`src/rtl/lirs_pkg.sv`:
```
// ============================================================================
// lirs_pkg
// Shared types and constants for the three-axis linear interpolation resampler.
// ============================================================================
package lirs_pkg;

    localparam int MAX_OUTPUTS_DEF = 64;

    localparam int SAMPLE_W = 24;   // sample and result values
    localparam int STEP_W   = 24;   // step registers
    localparam int GAP_W    = 33;   // relative time gap
    localparam int D_W      = 35;   // signed offset from the previous sample
    localparam int MUL_W    = 25;   // signed multiplier operands
    localparam int PROD_W   = 2 * MUL_W;
    localparam int ACC_W    = 60;   // interpolation numerator
    localparam int AXES     = 3;
    localparam int AXIS_W   = 2;

    localparam int PADDR_W  = 3;
    localparam int PDATA_W  = 32;

    localparam logic [PADDR_W-1:0] ADDR_INPUT_STEP  = 3'h0;
    localparam logic [PADDR_W-1:0] ADDR_OUTPUT_STEP = 3'h4;

    localparam logic [STEP_W-1:0] STEP_RESET = 24'd10486;

    localparam logic [SAMPLE_W-1:0] SAT_MAX = 24'h7F_FFFF;
    localparam logic [SAMPLE_W-1:0] SAT_MIN = 24'h80_0000;

    typedef struct packed {
        logic signed [SAMPLE_W-1:0] sample_x;
        logic signed [SAMPLE_W-1:0] sample_y;
        logic signed [SAMPLE_W-1:0] sample_z;
        logic                       in_window;
    } t_in_item;

    typedef struct packed {
        logic signed [SAMPLE_W-1:0] out_x;
        logic signed [SAMPLE_W-1:0] out_y;
        logic signed [SAMPLE_W-1:0] out_z;
        logic                       last_of_run;
        logic                       overrun;
    } t_out_item;

    typedef enum logic [1:0] {
        MUL_A_IST   = 2'd0,
        MUL_DIFF_LO = 2'd1,
        MUL_DIFF_HI = 2'd2
    } t_mul_op;

    typedef enum logic [1:0] {
        ACC_HOLD   = 2'd0,
        ACC_LOAD   = 2'd1,
        ACC_ADD    = 2'd2,
        ACC_ADD_HI = 2'd3
    } t_acc_op;

    typedef enum logic {
        DIV_TIME  = 1'b0,
        DIV_VALUE = 1'b1
    } t_div_sel;

    typedef struct packed {
        logic              load_in;
        logic              gap_add;
        logic              div_start;
        t_div_sel          div_sel;
        logic              take_n;
        logic              pt_step;
        logic              d_load;
        logic              mul_en;
        t_mul_op           mul_op;
        t_acc_op           acc_op;
        logic              sat_store;
        logic              emit;
        logic              commit;
        logic [AXIS_W-1:0] axis;
    } t_cmd;

    typedef struct packed {
        logic run;
        logic gap_zero;
        logic div_done;
        logic m_zero;
        logic last_pt;
        logic out_free;
    } t_status;

endpackage

```
`src/rtl/lirs_div.sv`:
```
// ============================================================================
// lirs_div
// Restoring divider, one quotient bit per cycle, unsigned operands.
// ============================================================================
module lirs_div #(
    parameter int DIVIDEND_W = 60,
    parameter int DIVISOR_W  = 24
) (
    input  logic                  i_clk,
    input  logic                  i_rst_n,
    input  logic                  i_start,
    input  logic [DIVIDEND_W-1:0] i_dividend,
    input  logic [DIVISOR_W-1:0]  i_divisor,
    output logic [DIVIDEND_W-1:0] o_quotient,
    output logic [DIVISOR_W-1:0]  o_remainder,
    output logic                  o_done
);
    localparam int CNT_W = $clog2(DIVIDEND_W);

    logic [DIVIDEND_W-1:0] r_quo, n_quo;
    logic [DIVISOR_W-1:0]  r_rem, n_rem;
    logic [DIVISOR_W-1:0]  r_dvs;
    logic [CNT_W-1:0]      r_cnt;
    logic                  r_busy;
    logic                  r_done;
    logic [DIVISOR_W:0]    w_shift;
    logic [DIVISOR_W:0]    w_trial;
    logic                  w_fits;

    always_comb begin
        w_shift = {r_rem, r_quo[DIVIDEND_W-1]};
        w_trial = w_shift - {1'b0, r_dvs};
        w_fits  = (w_shift >= {1'b0, r_dvs});
        n_rem   = w_fits ? w_trial[DIVISOR_W-1:0] : w_shift[DIVISOR_W-1:0];
        n_quo   = {r_quo[DIVIDEND_W-2:0], w_fits};
    end

    always_ff @(posedge i_clk) begin
        if (!i_rst_n) begin
            r_busy <= 1'b0;
            r_done <= 1'b0;
        end else if (i_start) begin
            r_busy <= 1'b1;
            r_done <= 1'b0;
        end else if (r_busy && (r_cnt == CNT_W'(DIVIDEND_W - 1))) begin
            r_busy <= 1'b0;
            r_done <= 1'b1;
        end
    end

    always_ff @(posedge i_clk) begin
        if (i_start) begin
            r_quo <= i_dividend;
            r_rem <= '0;
            r_dvs <= i_divisor;
            r_cnt <= '0;
        end else if (r_busy) begin
            r_quo <= n_quo;
            r_rem <= n_rem;
            r_cnt <= r_cnt + 1'b1;
        end
    end

    assign o_quotient  = r_quo;
    assign o_remainder = r_rem;
    assign o_done      = r_done;

endmodule

```
`src/rtl/lirs_datapath.sv`:
```
// ============================================================================
// lirs_datapath
// Sample and time state, shared multiplier, divider and output register.
// ============================================================================
module lirs_datapath #(
    parameter int MAX_OUTPUTS = lirs_pkg::MAX_OUTPUTS_DEF
) (
    input  logic                                i_clk,
    input  logic                                i_rst_n,
    input  lirs_pkg::t_in_item                  i_in_data,
    input  logic [lirs_pkg::STEP_W-1:0]         i_input_step,
    input  logic [lirs_pkg::STEP_W-1:0]         i_output_step,
    input  lirs_pkg::t_cmd                      i_cmd,
    output lirs_pkg::t_status                   o_status,
    output logic                                o_out_valid,
    output lirs_pkg::t_out_item                 o_out_data,
    input  logic                                i_out_stall
);
    import lirs_pkg::*;

    localparam int CNT_W = $clog2(MAX_OUTPUTS + 1);

    logic [SAMPLE_W-1:0] r_prev [AXES];
    logic [SAMPLE_W-1:0] r_cur  [AXES];
    logic [SAMPLE_W-1:0] r_res  [AXES];
    logic                r_win;
    logic                r_have_prev;
    logic [GAP_W-1:0]    r_gap;
    logic [GAP_W-1:0]    r_pt;
    logic [D_W-1:0]      r_d;
    logic [CNT_W-1:0]    r_k;
    logic [CNT_W-1:0]    r_m;
    logic                r_over;
    logic signed [PROD_W-1:0] r_prod;
    logic [ACC_W-1:0]    r_acc;
    logic                r_neg;
    logic                r_out_valid;
    t_out_item           r_out;

    logic [STEP_W-1:0]   w_ist;
    logic [STEP_W-1:0]   w_ost;
    logic signed [MUL_W-1:0] w_op_a;
    logic signed [MUL_W-1:0] w_op_b;
    logic signed [MUL_W-1:0] w_diff;
    logic [ACC_W-1:0]    w_prod_ext;
    logic [ACC_W-1:0]    w_mag;
    logic [ACC_W-1:0]    w_dividend;
    logic [STEP_W-1:0]   w_divisor;
    logic [ACC_W-1:0]    w_quo;
    logic [STEP_W-1:0]   w_rem;
    logic                w_div_done;
    logic                w_pos_ovf;
    logic                w_neg_ovf;
    logic [SAMPLE_W-1:0] w_sat;
    logic                w_n_over;
    logic                w_out_free;
    logic                w_last_pt;

    // a zero step acts as one
    assign w_ist = (i_input_step  == '0) ? STEP_W'(1) : i_input_step;
    assign w_ost = (i_output_step == '0) ? STEP_W'(1) : i_output_step;

    assign w_diff = $signed({r_cur[i_cmd.axis][SAMPLE_W-1], r_cur[i_cmd.axis]})
                  - $signed({r_prev[i_cmd.axis][SAMPLE_W-1], r_prev[i_cmd.axis]});

    always_comb begin
        case (i_cmd.mul_op)
            MUL_A_IST: begin
                w_op_a = $signed({r_prev[i_cmd.axis][SAMPLE_W-1], r_prev[i_cmd.axis]});
                w_op_b = $signed({1'b0, w_ist});
            end
            MUL_DIFF_LO: begin
                w_op_a = w_diff;
                w_op_b = $signed({1'b0, r_d[STEP_W-1:0]});
            end
            MUL_DIFF_HI: begin
                w_op_a = w_diff;
                w_op_b = $signed({{(MUL_W-(D_W-STEP_W)){r_d[D_W-1]}}, r_d[D_W-1:STEP_W]});
            end
            default: begin
                w_op_a = '0;
                w_op_b = '0;
            end
        endcase
    end

    assign w_prod_ext = {{(ACC_W-PROD_W){r_prod[PROD_W-1]}}, r_prod};
    assign w_mag      = r_acc[ACC_W-1] ? (~r_acc + 1'b1) : r_acc;

    assign w_dividend = (i_cmd.div_sel == DIV_TIME) ?
                        {{(ACC_W-GAP_W){1'b0}}, r_gap - 1'b1} : w_mag;
    assign w_divisor  = (i_cmd.div_sel == DIV_TIME) ? w_ost : w_ist;

    lirs_div #(
        .DIVIDEND_W (ACC_W),
        .DIVISOR_W  (STEP_W)
    ) u_div (
        .i_clk       (i_clk),
        .i_rst_n     (i_rst_n),
        .i_start     (i_cmd.div_start),
        .i_dividend  (w_dividend),
        .i_divisor   (w_divisor),
        .o_quotient  (w_quo),
        .o_remainder (w_rem),
        .o_done      (w_div_done)
    );

    // truncated quotient, clamped to the signed 24-bit range
    always_comb begin
        w_pos_ovf = |w_quo[ACC_W-1:SAMPLE_W-1];
        w_neg_ovf = (|w_quo[ACC_W-1:SAMPLE_W])
                  || (w_quo[SAMPLE_W-1] && (|w_quo[SAMPLE_W-2:0]));
        if (r_neg) begin
            w_sat = w_neg_ovf ? SAT_MIN : (~w_quo[SAMPLE_W-1:0] + 1'b1);
        end else begin
            w_sat = w_pos_ovf ? SAT_MAX : w_quo[SAMPLE_W-1:0];
        end
    end

    assign w_n_over   = (w_quo > ACC_W'(MAX_OUTPUTS));
    assign w_out_free = !r_out_valid || !i_out_stall;
    assign w_last_pt  = ((r_k + CNT_W'(1)) == r_m);

    // architectural state
    always_ff @(posedge i_clk) begin
        if (!i_rst_n) begin
            for (int i = 0; i < AXES; i++) begin
                r_prev[i] <= '0;
            end
            r_have_prev <= 1'b0;
            r_gap       <= '0;
            r_k         <= '0;
            r_m         <= '0;
            r_out_valid <= 1'b0;
        end else begin
            if (i_cmd.commit) begin
                for (int i = 0; i < AXES; i++) begin
                    r_prev[i] <= r_cur[i];
                end
                r_have_prev <= 1'b1;
            end
            if (i_cmd.gap_add) begin
                r_gap <= r_gap + {{(GAP_W-STEP_W){1'b0}}, w_ist};
            end else if (i_cmd.take_n) begin
                r_gap <= {{(GAP_W-STEP_W){1'b0}}, w_rem} + 1'b1;
            end
            if (i_cmd.take_n) begin
                r_k <= '0;
                r_m <= w_n_over ? CNT_W'(MAX_OUTPUTS) : w_quo[CNT_W-1:0];
            end else if (i_cmd.emit) begin
                r_k <= r_k + 1'b1;
            end
            if (i_cmd.emit) begin
                r_out_valid <= 1'b1;
            end else if (!i_out_stall) begin
                r_out_valid <= 1'b0;
            end
        end
    end

    // working registers
    always_ff @(posedge i_clk) begin
        if (i_cmd.load_in) begin
            r_cur[0] <= i_in_data.sample_x;
            r_cur[1] <= i_in_data.sample_y;
            r_cur[2] <= i_in_data.sample_z;
            r_win    <= i_in_data.in_window;
        end
        if (i_cmd.take_n) begin
            r_pt   <= r_gap;
            r_over <= w_n_over;
        end else if (i_cmd.pt_step) begin
            r_pt <= r_pt - {{(GAP_W-STEP_W){1'b0}}, w_ost};
        end
        if (i_cmd.d_load) begin
            r_d <= {{(D_W-STEP_W){1'b0}}, w_ist} - {{(D_W-GAP_W){1'b0}}, r_pt};
        end
        if (i_cmd.mul_en) begin
            r_prod <= w_op_a * w_op_b;
        end
        case (i_cmd.acc_op)
            ACC_LOAD:   r_acc <= w_prod_ext;
            ACC_ADD:    r_acc <= r_acc + w_prod_ext;
            ACC_ADD_HI: r_acc <= r_acc + {w_prod_ext[ACC_W-STEP_W-1:0], {STEP_W{1'b0}}};
            default:    r_acc <= r_acc;
        endcase
        if (i_cmd.div_start) begin
            r_neg <= r_acc[ACC_W-1];
        end
        if (i_cmd.sat_store) begin
            r_res[i_cmd.axis] <= w_sat;
        end
        if (i_cmd.emit) begin
            r_out.out_x       <= r_res[0];
            r_out.out_y       <= r_res[1];
            r_out.out_z       <= r_res[2];
            r_out.last_of_run <= w_last_pt;
            r_out.overrun     <= r_over;
        end
    end

    assign o_status.run      = r_win && r_have_prev;
    assign o_status.gap_zero = (r_gap == '0);
    assign o_status.div_done = w_div_done;
    assign o_status.m_zero   = (r_m == '0);
    assign o_status.last_pt  = w_last_pt;
    assign o_status.out_free = w_out_free;

    assign o_out_valid = r_out_valid;
    assign o_out_data  = r_out;

`ifndef ASSERT_OFF
    a_emit_slot_free: assert property (@(posedge i_clk) disable iff (!i_rst_n)
        i_cmd.emit |-> (!r_out_valid || !i_out_stall))
        else $error("result loaded over one not yet transferred");

    a_gap_nonzero: assert property (@(posedge i_clk) disable iff (!i_rst_n)
        i_cmd.take_n |=> (r_gap != '0))
        else $error("gap left at zero after point count");

    a_count_bound: assert property (@(posedge i_clk) disable iff (!i_rst_n)
        (r_k <= r_m) && (r_m <= CNT_W'(MAX_OUTPUTS)))
        else $error("point counter beyond run length");
`endif

endmodule

```
`src/rtl/lirs_ctrl.sv`:
```
// ============================================================================
// lirs_ctrl
// Sequencer: time advance, point count, per-axis multiply/divide, emission.
// ============================================================================
module lirs_ctrl (
    input  logic              i_clk,
    input  logic              i_rst_n,
    input  logic              i_in_valid,
    output logic              o_in_stall,
    input  lirs_pkg::t_status i_status,
    output lirs_pkg::t_cmd    o_cmd
);
    import lirs_pkg::*;

    typedef enum logic [15:0] {
        S_IDLE   = 16'h0001,
        S_GAP    = 16'h0002,
        S_NDIV   = 16'h0004,
        S_NWAIT  = 16'h0008,
        S_CHK    = 16'h0010,
        S_STEP   = 16'h0020,
        S_DSET   = 16'h0040,
        S_MUL0   = 16'h0080,
        S_MUL1   = 16'h0100,
        S_MUL2   = 16'h0200,
        S_ACC    = 16'h0400,
        S_DIVS   = 16'h0800,
        S_DIVW   = 16'h1000,
        S_SAT    = 16'h2000,
        S_EMIT   = 16'h4000,
        S_FINISH = 16'h8000
    } t_state;

    t_state            r_state, n_state;
    logic [AXIS_W-1:0] r_axis, n_axis;

    always_comb begin
        n_state = r_state;
        n_axis  = r_axis;
        o_cmd   = '0;
        o_cmd.axis = r_axis;
        case (r_state)
            S_IDLE: begin
                if (i_in_valid) begin
                    o_cmd.load_in = 1'b1;
                    n_state       = S_GAP;
                end
            end
            S_GAP: begin
                o_cmd.gap_add = i_status.run;
                n_state       = i_status.run ? S_NDIV : S_FINISH;
            end
            S_NDIV: begin
                if (i_status.gap_zero) begin
                    n_state = S_FINISH;
                end else begin
                    o_cmd.div_start = 1'b1;
                    o_cmd.div_sel   = DIV_TIME;
                    n_state         = S_NWAIT;
                end
            end
            S_NWAIT: begin
                o_cmd.div_sel = DIV_TIME;
                if (i_status.div_done) begin
                    o_cmd.take_n = 1'b1;
                    n_state      = S_CHK;
                end
            end
            S_CHK: begin
                n_state = i_status.m_zero ? S_FINISH : S_STEP;
            end
            S_STEP: begin
                o_cmd.pt_step = 1'b1;
                n_axis        = '0;
                n_state       = S_DSET;
            end
            S_DSET: begin
                o_cmd.d_load = 1'b1;
                n_state      = S_MUL0;
            end
            S_MUL0: begin
                o_cmd.mul_en = 1'b1;
                o_cmd.mul_op = MUL_A_IST;
                n_state      = S_MUL1;
            end
            S_MUL1: begin
                o_cmd.mul_en = 1'b1;
                o_cmd.mul_op = MUL_DIFF_LO;
                o_cmd.acc_op = ACC_LOAD;
                n_state      = S_MUL2;
            end
            S_MUL2: begin
                o_cmd.mul_en = 1'b1;
                o_cmd.mul_op = MUL_DIFF_HI;
                o_cmd.acc_op = ACC_ADD;
                n_state      = S_ACC;
            end
            S_ACC: begin
                o_cmd.acc_op = ACC_ADD_HI;
                n_state      = S_DIVS;
            end
            S_DIVS: begin
                o_cmd.div_start = 1'b1;
                o_cmd.div_sel   = DIV_VALUE;
                n_state         = S_DIVW;
            end
            S_DIVW: begin
                o_cmd.div_sel = DIV_VALUE;
                if (i_status.div_done) begin
                    n_state = S_SAT;
                end
            end
            S_SAT: begin
                o_cmd.sat_store = 1'b1;
                if (r_axis == AXIS_W'(AXES - 1)) begin
                    n_state = S_EMIT;
                end else begin
                    n_axis  = r_axis + 1'b1;
                    n_state = S_MUL0;
                end
            end
            S_EMIT: begin
                if (i_status.out_free) begin
                    o_cmd.emit = 1'b1;
                    n_state    = i_status.last_pt ? S_FINISH : S_STEP;
                end
            end
            S_FINISH: begin
                o_cmd.commit = 1'b1;
                n_state      = S_IDLE;
            end
            default: begin
                n_state = S_IDLE;
            end
        endcase
    end

    always_ff @(posedge i_clk) begin
        if (!i_rst_n) begin
            r_state <= S_IDLE;
            r_axis  <= '0;
        end else begin
            r_state <= n_state;
            r_axis  <= n_axis;
        end
    end

    assign o_in_stall = (r_state != S_IDLE);

`ifndef ASSERT_OFF
    a_accept_starts_run: assert property (@(posedge i_clk) disable iff (!i_rst_n)
        (i_in_valid && !o_in_stall) |=> (r_state == S_GAP))
        else $error("accepted sample did not start a run");

    a_emit_holds: assert property (@(posedge i_clk) disable iff (!i_rst_n)
        ((r_state == S_EMIT) && !i_status.out_free) |=> (r_state == S_EMIT))
        else $error("left emit state with output slot full");

    a_div_wait: assert property (@(posedge i_clk) disable iff (!i_rst_n)
        ((r_state == S_DIVW) && !i_status.div_done) |=> (r_state == S_DIVW))
        else $error("left divide wait before quotient ready");

    a_axis_range: assert property (@(posedge i_clk) disable iff (!i_rst_n)
        (r_state == S_SAT) |-> (r_axis < AXIS_W'(AXES)))
        else $error("axis index out of range");
`endif

endmodule

```
`src/rtl/linear_interp_resampler_3axis_core.sv`:
```
// ============================================================================
// linear_interp_resampler_3axis_core
// Three-axis linear interpolation resampler with an APB step-register port.
// ============================================================================
//
//  channel | direction | handshake              | payload
//  --------+-----------+------------------------+----------------------------
//  in      | input     | i_in_valid / o_in_stall | i_in_data  (t_in_item)
//  out     | output    | o_out_valid/ i_out_stall| o_out_data (t_out_item)
//  cfg     | input     | APB psel/penable/pready | paddr, pwdata, prdata
//
//  An in-window sample with m points uses the 60-step shared restoring
//  divider once for the point count and once per axis per point, plus
//  multiply/accumulate/start/store states per axis and step/offset/emit
//  states per point.
//  Reset clears sample history and time gap and loads both steps with 10486;
//  no clearing pass.
//  Output stall holds the sequencer before the next point is loaded; the
//  input is stalled for the whole of each sample's run.
//
module linear_interp_resampler_3axis_core #(
    parameter int MAX_OUTPUTS = lirs_pkg::MAX_OUTPUTS_DEF
) (
    input  logic                           i_clk,
    input  logic                           i_rst_n,
    // sample channel
    input  logic                           i_in_valid,
    output logic                           o_in_stall,
    input  lirs_pkg::t_in_item             i_in_data,
    // result channel
    output logic                           o_out_valid,
    input  logic                           i_out_stall,
    output lirs_pkg::t_out_item            o_out_data,
    // configuration port
    input  logic                           psel,
    input  logic                           penable,
    input  logic                           pwrite,
    input  logic [lirs_pkg::PADDR_W-1:0]   paddr,
    input  logic [lirs_pkg::PDATA_W-1:0]   pwdata,
    output logic [lirs_pkg::PDATA_W-1:0]   prdata,
    output logic                           pready
);
    import lirs_pkg::*;

    logic [STEP_W-1:0] r_input_step;
    logic [STEP_W-1:0] r_output_step;
    logic              w_cfg_wr;
    t_cmd              w_cmd;
    t_status           w_status;

    // Step registers: written on the access phase of an APB transfer.
    // Steps are to be changed only while the block is idle; the block does not enforce this.
    assign pready   = 1'b1;
    assign w_cfg_wr = psel && penable && pwrite;

    always_ff @(posedge i_clk) begin
        if (!i_rst_n) begin
            r_input_step  <= STEP_RESET;
            r_output_step <= STEP_RESET;
        end else if (w_cfg_wr) begin
            case (paddr)
                ADDR_INPUT_STEP:  r_input_step  <= pwdata[STEP_W-1:0];
                ADDR_OUTPUT_STEP: r_output_step <= pwdata[STEP_W-1:0];
                default: ;
            endcase
        end
    end

    always_comb begin
        case (paddr)
            ADDR_INPUT_STEP:  prdata = {{(PDATA_W-STEP_W){1'b0}}, r_input_step};
            ADDR_OUTPUT_STEP: prdata = {{(PDATA_W-STEP_W){1'b0}}, r_output_step};
            default:          prdata = '0;
        endcase
    end

    // Sequencer: walks each in-window sample through the time advance, the point
    // count division and, per point, three axis evaluations.
    lirs_ctrl u_ctrl (
        .i_clk      (i_clk),
        .i_rst_n    (i_rst_n),
        .i_in_valid (i_in_valid),
        .o_in_stall (o_in_stall),
        .i_status   (w_status),
        .o_cmd      (w_cmd)
    );

    // Datapath: sample history, time gap, shared multiplier and divider,
    // and the output register that decouples the result transfer.
    lirs_datapath #(
        .MAX_OUTPUTS (MAX_OUTPUTS)
    ) u_dp (
        .i_clk         (i_clk),
        .i_rst_n       (i_rst_n),
        .i_in_data     (i_in_data),
        .i_input_step  (r_input_step),
        .i_output_step (r_output_step),
        .i_cmd         (w_cmd),
        .o_status      (w_status),
        .o_out_valid   (o_out_valid),
        .o_out_data    (o_out_data),
        .i_out_stall   (i_out_stall)
    );

endmodule

```
`config.mk`:
```
export PLATFORM = sky130hd
export DESIGN_NAME = linear_interp_resampler_3axis_core
export DESIGN_NICKNAME = d
export VERILOG_FILES = /design/src/rtl/lirs_pkg.sv /design/src/rtl/lirs_div.sv /design/src/rtl/lirs_datapath.sv /design/src/rtl/lirs_ctrl.sv /design/src/rtl/linear_interp_resampler_3axis_core.sv
export SDC_FILE = /design/constraint.sdc
export NUM_CORES = 2
export LEC_CHECK = 0
export CORE_MARGIN = 5
export CORE_UTILIZATION = 45
export CTS_BUF_LIST = sky130_fd_sc_hd__clkbuf_16
export CTS_CLUSTER_SIZE = 14
export DETAILED_ROUTE_END_ITERATION = 10
export DONT_BUFFER_PORTS = 1
export MAX_ROUTING_LAYER = met4
export PLACE_DENSITY_LB_ADDON = 0.12
export SYNTH_ARGS = -nofsm -noshare
export SYNTH_HDL_FRONTEND = slang
export SYNTH_SLANG_ARGS = --single-unit
export TNS_END_PERCENT = 10
```
`constraint.sdc`:
```
create_clock -name i_clk -period 21.3 [get_ports i_clk]
set_input_delay 3.195 -clock i_clk [delete_from_list [all_inputs] [get_ports i_clk]]
set_output_delay 3.195 -clock i_clk [all_outputs]
set_load 0.02 [all_outputs]
```
==> run summary <==
most frequent cells in the layout - inv_1 (895), nand2_1 (876), fa_1 (657)
Max-slew headroom - 10.86%
Crit. End Element - register
Routed WL - 196500 um
Critical Path RT - 21.67 ns
total power - 0.005341 W
Boundary Pins - 224
Overall Global Routing Usage - 26.59%
Distinct cells, synth - 84
Sequential Power Share - 30.4%
Syn Inst Count - 6897
VDD IR max - 0.08452 mV
max-slew violation count - 0
post-route setup TNS - 0 ns
Post-Syn Area - 64430 sq um
Highest Clock Rate - 0.07661 GHz
worst slack, placed - 8.168 ns
Post-DP Area - 66480 sq um
post-route ant nets - 0
Buf/Inv on CP - 4
Clock Tree Buf Depth - 3
Avg Cell Area, Syn - 9.341 sq um
Reg2Reg Depth - 37
Worst Hold Path EP - o_out_data[60]$_DFFE_PP_
vias - 49587
initial core utilization - 45.39%
# setup viols final - 0
outcome - completed
Die Span X - 388.4 um
core area - 141900 sq um
FP Rows - 138
register-to-register path setup slack - 8.25 ns
worst-margin pin slew - 1.337 ns
switching power - 0.001983 W
switching share of power - 37.12%
Reg-to-Reg End - u_dp.r_prod[49]$_DFFE_PP_
sequential-to-total area share from yosys stat - 30.45%
most common flop cell mapped by yosys - edfxtp_1
internal power - 0.003359 W
average routed wire per standard cell - 22.53 um
# hold bufs at CTS - 0
Clock Pin Slew Worst Setup and Hold Paths - 0.07 ns
most common cell after layout, fill and taps aside - inv_1
hold path cells - 0
min-delay src - u_dp.r_res[0][10]$_DFFE_PP_
drt pass-1 iters - 6
# Max-Cap Violations - 0
CP Data Arrival Time - 13.43 ns
first-pass GRT wire length - 301500 um
DR vias/cell - 5.687
CTS tree - yes
#FFs+latches synth - 703
Crit-path slowest cell - dfxtp_4
CP Launch Type - register
unrepaired setup endpoints after global routing - no
Layout Nets - 7902
period utilization - 61.28%
initial antenna violation count - 4
worst-skew pair later-pin latency - 0.70 ns
power per cell area - 77.12 nW/um^2
H-tree lvl count - 3
Ys Warns - 0
Layout area overhead - 7.500%
Post-synth EDFFs - 554
Die Y - 388.4 um
number of I/O port buffers - 0
CTS resizes - 0
kind of critical path - register to register
Congestion Overflow GR - 0
number of global-route vias before repair - 49310
max incr delay on CP - 0.94 ns
HPWL after detailed placement - 149800 um
Final min period - 13.05 ns
Post-synth ARST share - 0%
Worst Hold Class - register to register
largest net degree at the start of global routing - 114
clock skew - 0.07084 ns
clk root buf - clkbuf_16
initial DRC count - 4230
worst-path fanout max - 48
Hold WS - 0.4134 ns
share of layout cells above drive strength 1 - 4.821%
post-CTS setup repair buffer count - 0
Hold Vio Cnt, Final - 0
DRC - 0
clock share of power - 27.2%
combinational share of power - 42.4%
GP Congestion - 0.9427
final worst setup slack - 8.247 ns
cell mode on critical path - fa_1
P_leak - 29.84 nW
# clock sinks - 703
DIE AREA - 150800 sq um
Top delay family on crit path - compound AO/OA/AOI/OAI gates
fin area - 69260 sq um
CTS Buf Count - 82
Stages on worst setup path - 37
synth_stat cells, types with 21 or more instances:
master	instances	area (sq um)
o21bai_1	42	315.3
a22oi_1	21	157.7
a21oi_1	364	1822
a211oi_1	35	262.8
o31ai_1	46	345.3
xor2_1	140	1226
nor3_1	93	465.5
inv_1	876	3288
edfxtp_1	554	16640
o21a_1	39	292.8
a21o_1	109	818.3
nor2_1	573	2151
nand4_1	38	237.7
or4_1	21	157.7
dfxtp_1	149	2983
fa_1	657	13150
nor2b_1	39	244.0
a221oi_1	32	280.3
mux2i_1	72	720.7
clkbuf_1	295	1107
a31oi_1	43	269.0
xnor2_1	241	2111
nand3_1	84	420.4
ha_1	373	4667
or3_1	37	231.5
nand2b_1	62	387.9
or2_2	36	225.2
o21ai_0	375	1877
a22o_1	46	402.9
and3_1	108	675.7
nor4_1	53	331.6
o311ai_0	23	201.4
buf_1	29	108.9
and2_1	42	262.8
nand2_1	879	3299
o211ai_1	40	300.3
flip-flops by register name (all words and copies together), names as in the netlist, 6 cells and up, named ones only:
register and flops:
o_out_data 72, r_input_step 24, u_dp.u_div.o_quotient 60, u_dp.r_prev 72
u_dp.r_prod 50, u_dp.r_pt 33, u_dp.r_res 72, u_dp.u_div.o_remainder 24
u_dp.r_gap 33, u_dp.r_cur 72, u_ctrl.r_state 16, u_dp.r_m 7
u_dp.r_k 7, r_output_step 24, u_dp.r_d 34, u_dp.u_div.r_cnt 6
u_dp.r_acc 60, u_dp.u_div.r_dvs 24
through the flow:
step | util [%] | cells
floorplan | - | 6904
global placement | 46.84 | 8563
detailed placement | 46.84 | 8563
CTS | 48.79 | 8715
global route | 48.79 | 8718
finish | 48.80 | 8719
worst max-delay path by stage:
stage | startpoint | to | slack [ns]
floorplan | register | u_dp.r_prod[49]$_DFFE_PP_ | 9.87
global placement | register | u_dp.r_prod[49]$_DFFE_PP_ | 8.34
detailed placement | register | u_dp.r_prod[49]$_DFFE_PP_ | 8.17
CTS | register | u_dp.r_prod[49]$_DFFE_PP_ | 8.11
global route | register | u_dp.r_prod[49]$_DFFE_PP_ | 7.39
finish | register | u_dp.r_prod[49]$_DFFE_PP_ | 8.25
power groups by stage:
stage | Sequential (W) | Clock, W | Combinational, W
finish | 0.00162 | 0.00145 | 0.00227
global route | 0.00163 | 0.00154 | 0.00258
detailed placement | 0.00165 | 0 | 0.00227
CTS | 0.00162 | 0.00149 | 0.00228
floorplan | 0.00164 | 0 | 0.00167
global placement | 0.00165 | 0 | 0.00225
layer usage:
metal / share of wire [%] / vias to the layer above / GRT usage, %
met3: 6.7 / 367 / 3.718
met1: 43 / 24507 / 34.96
li1: - / 22995 / -
met5: 0 / - / -
met4: 4.5 / 0 / 9.978
met2: 46 / 1718 / 42.16
layout make-up:
type / count / area [sq um]
multi-input cells: 4990 / 40430
clock buffers: 82 / 2052
repair buffers: 103 / 773.2
flip-flops and latches: 703 / 19620
well taps: 1890 / 2365
inverters: 877 / 3292
clock inverters: 70 / 713.2
diodes: 4 / 10.01
fillers: 13427 / 72670
cell families after synthesis:
kind of cell	synth area share (%)
xor+xnor	5.180
other cells	0.01166
simple gates	14.99
buf+inv	7.110
fa+ha+maj	27.72
compound gates	13.42
flops	30.45
mux	1.119
Power figures use the tool's default switching activity.
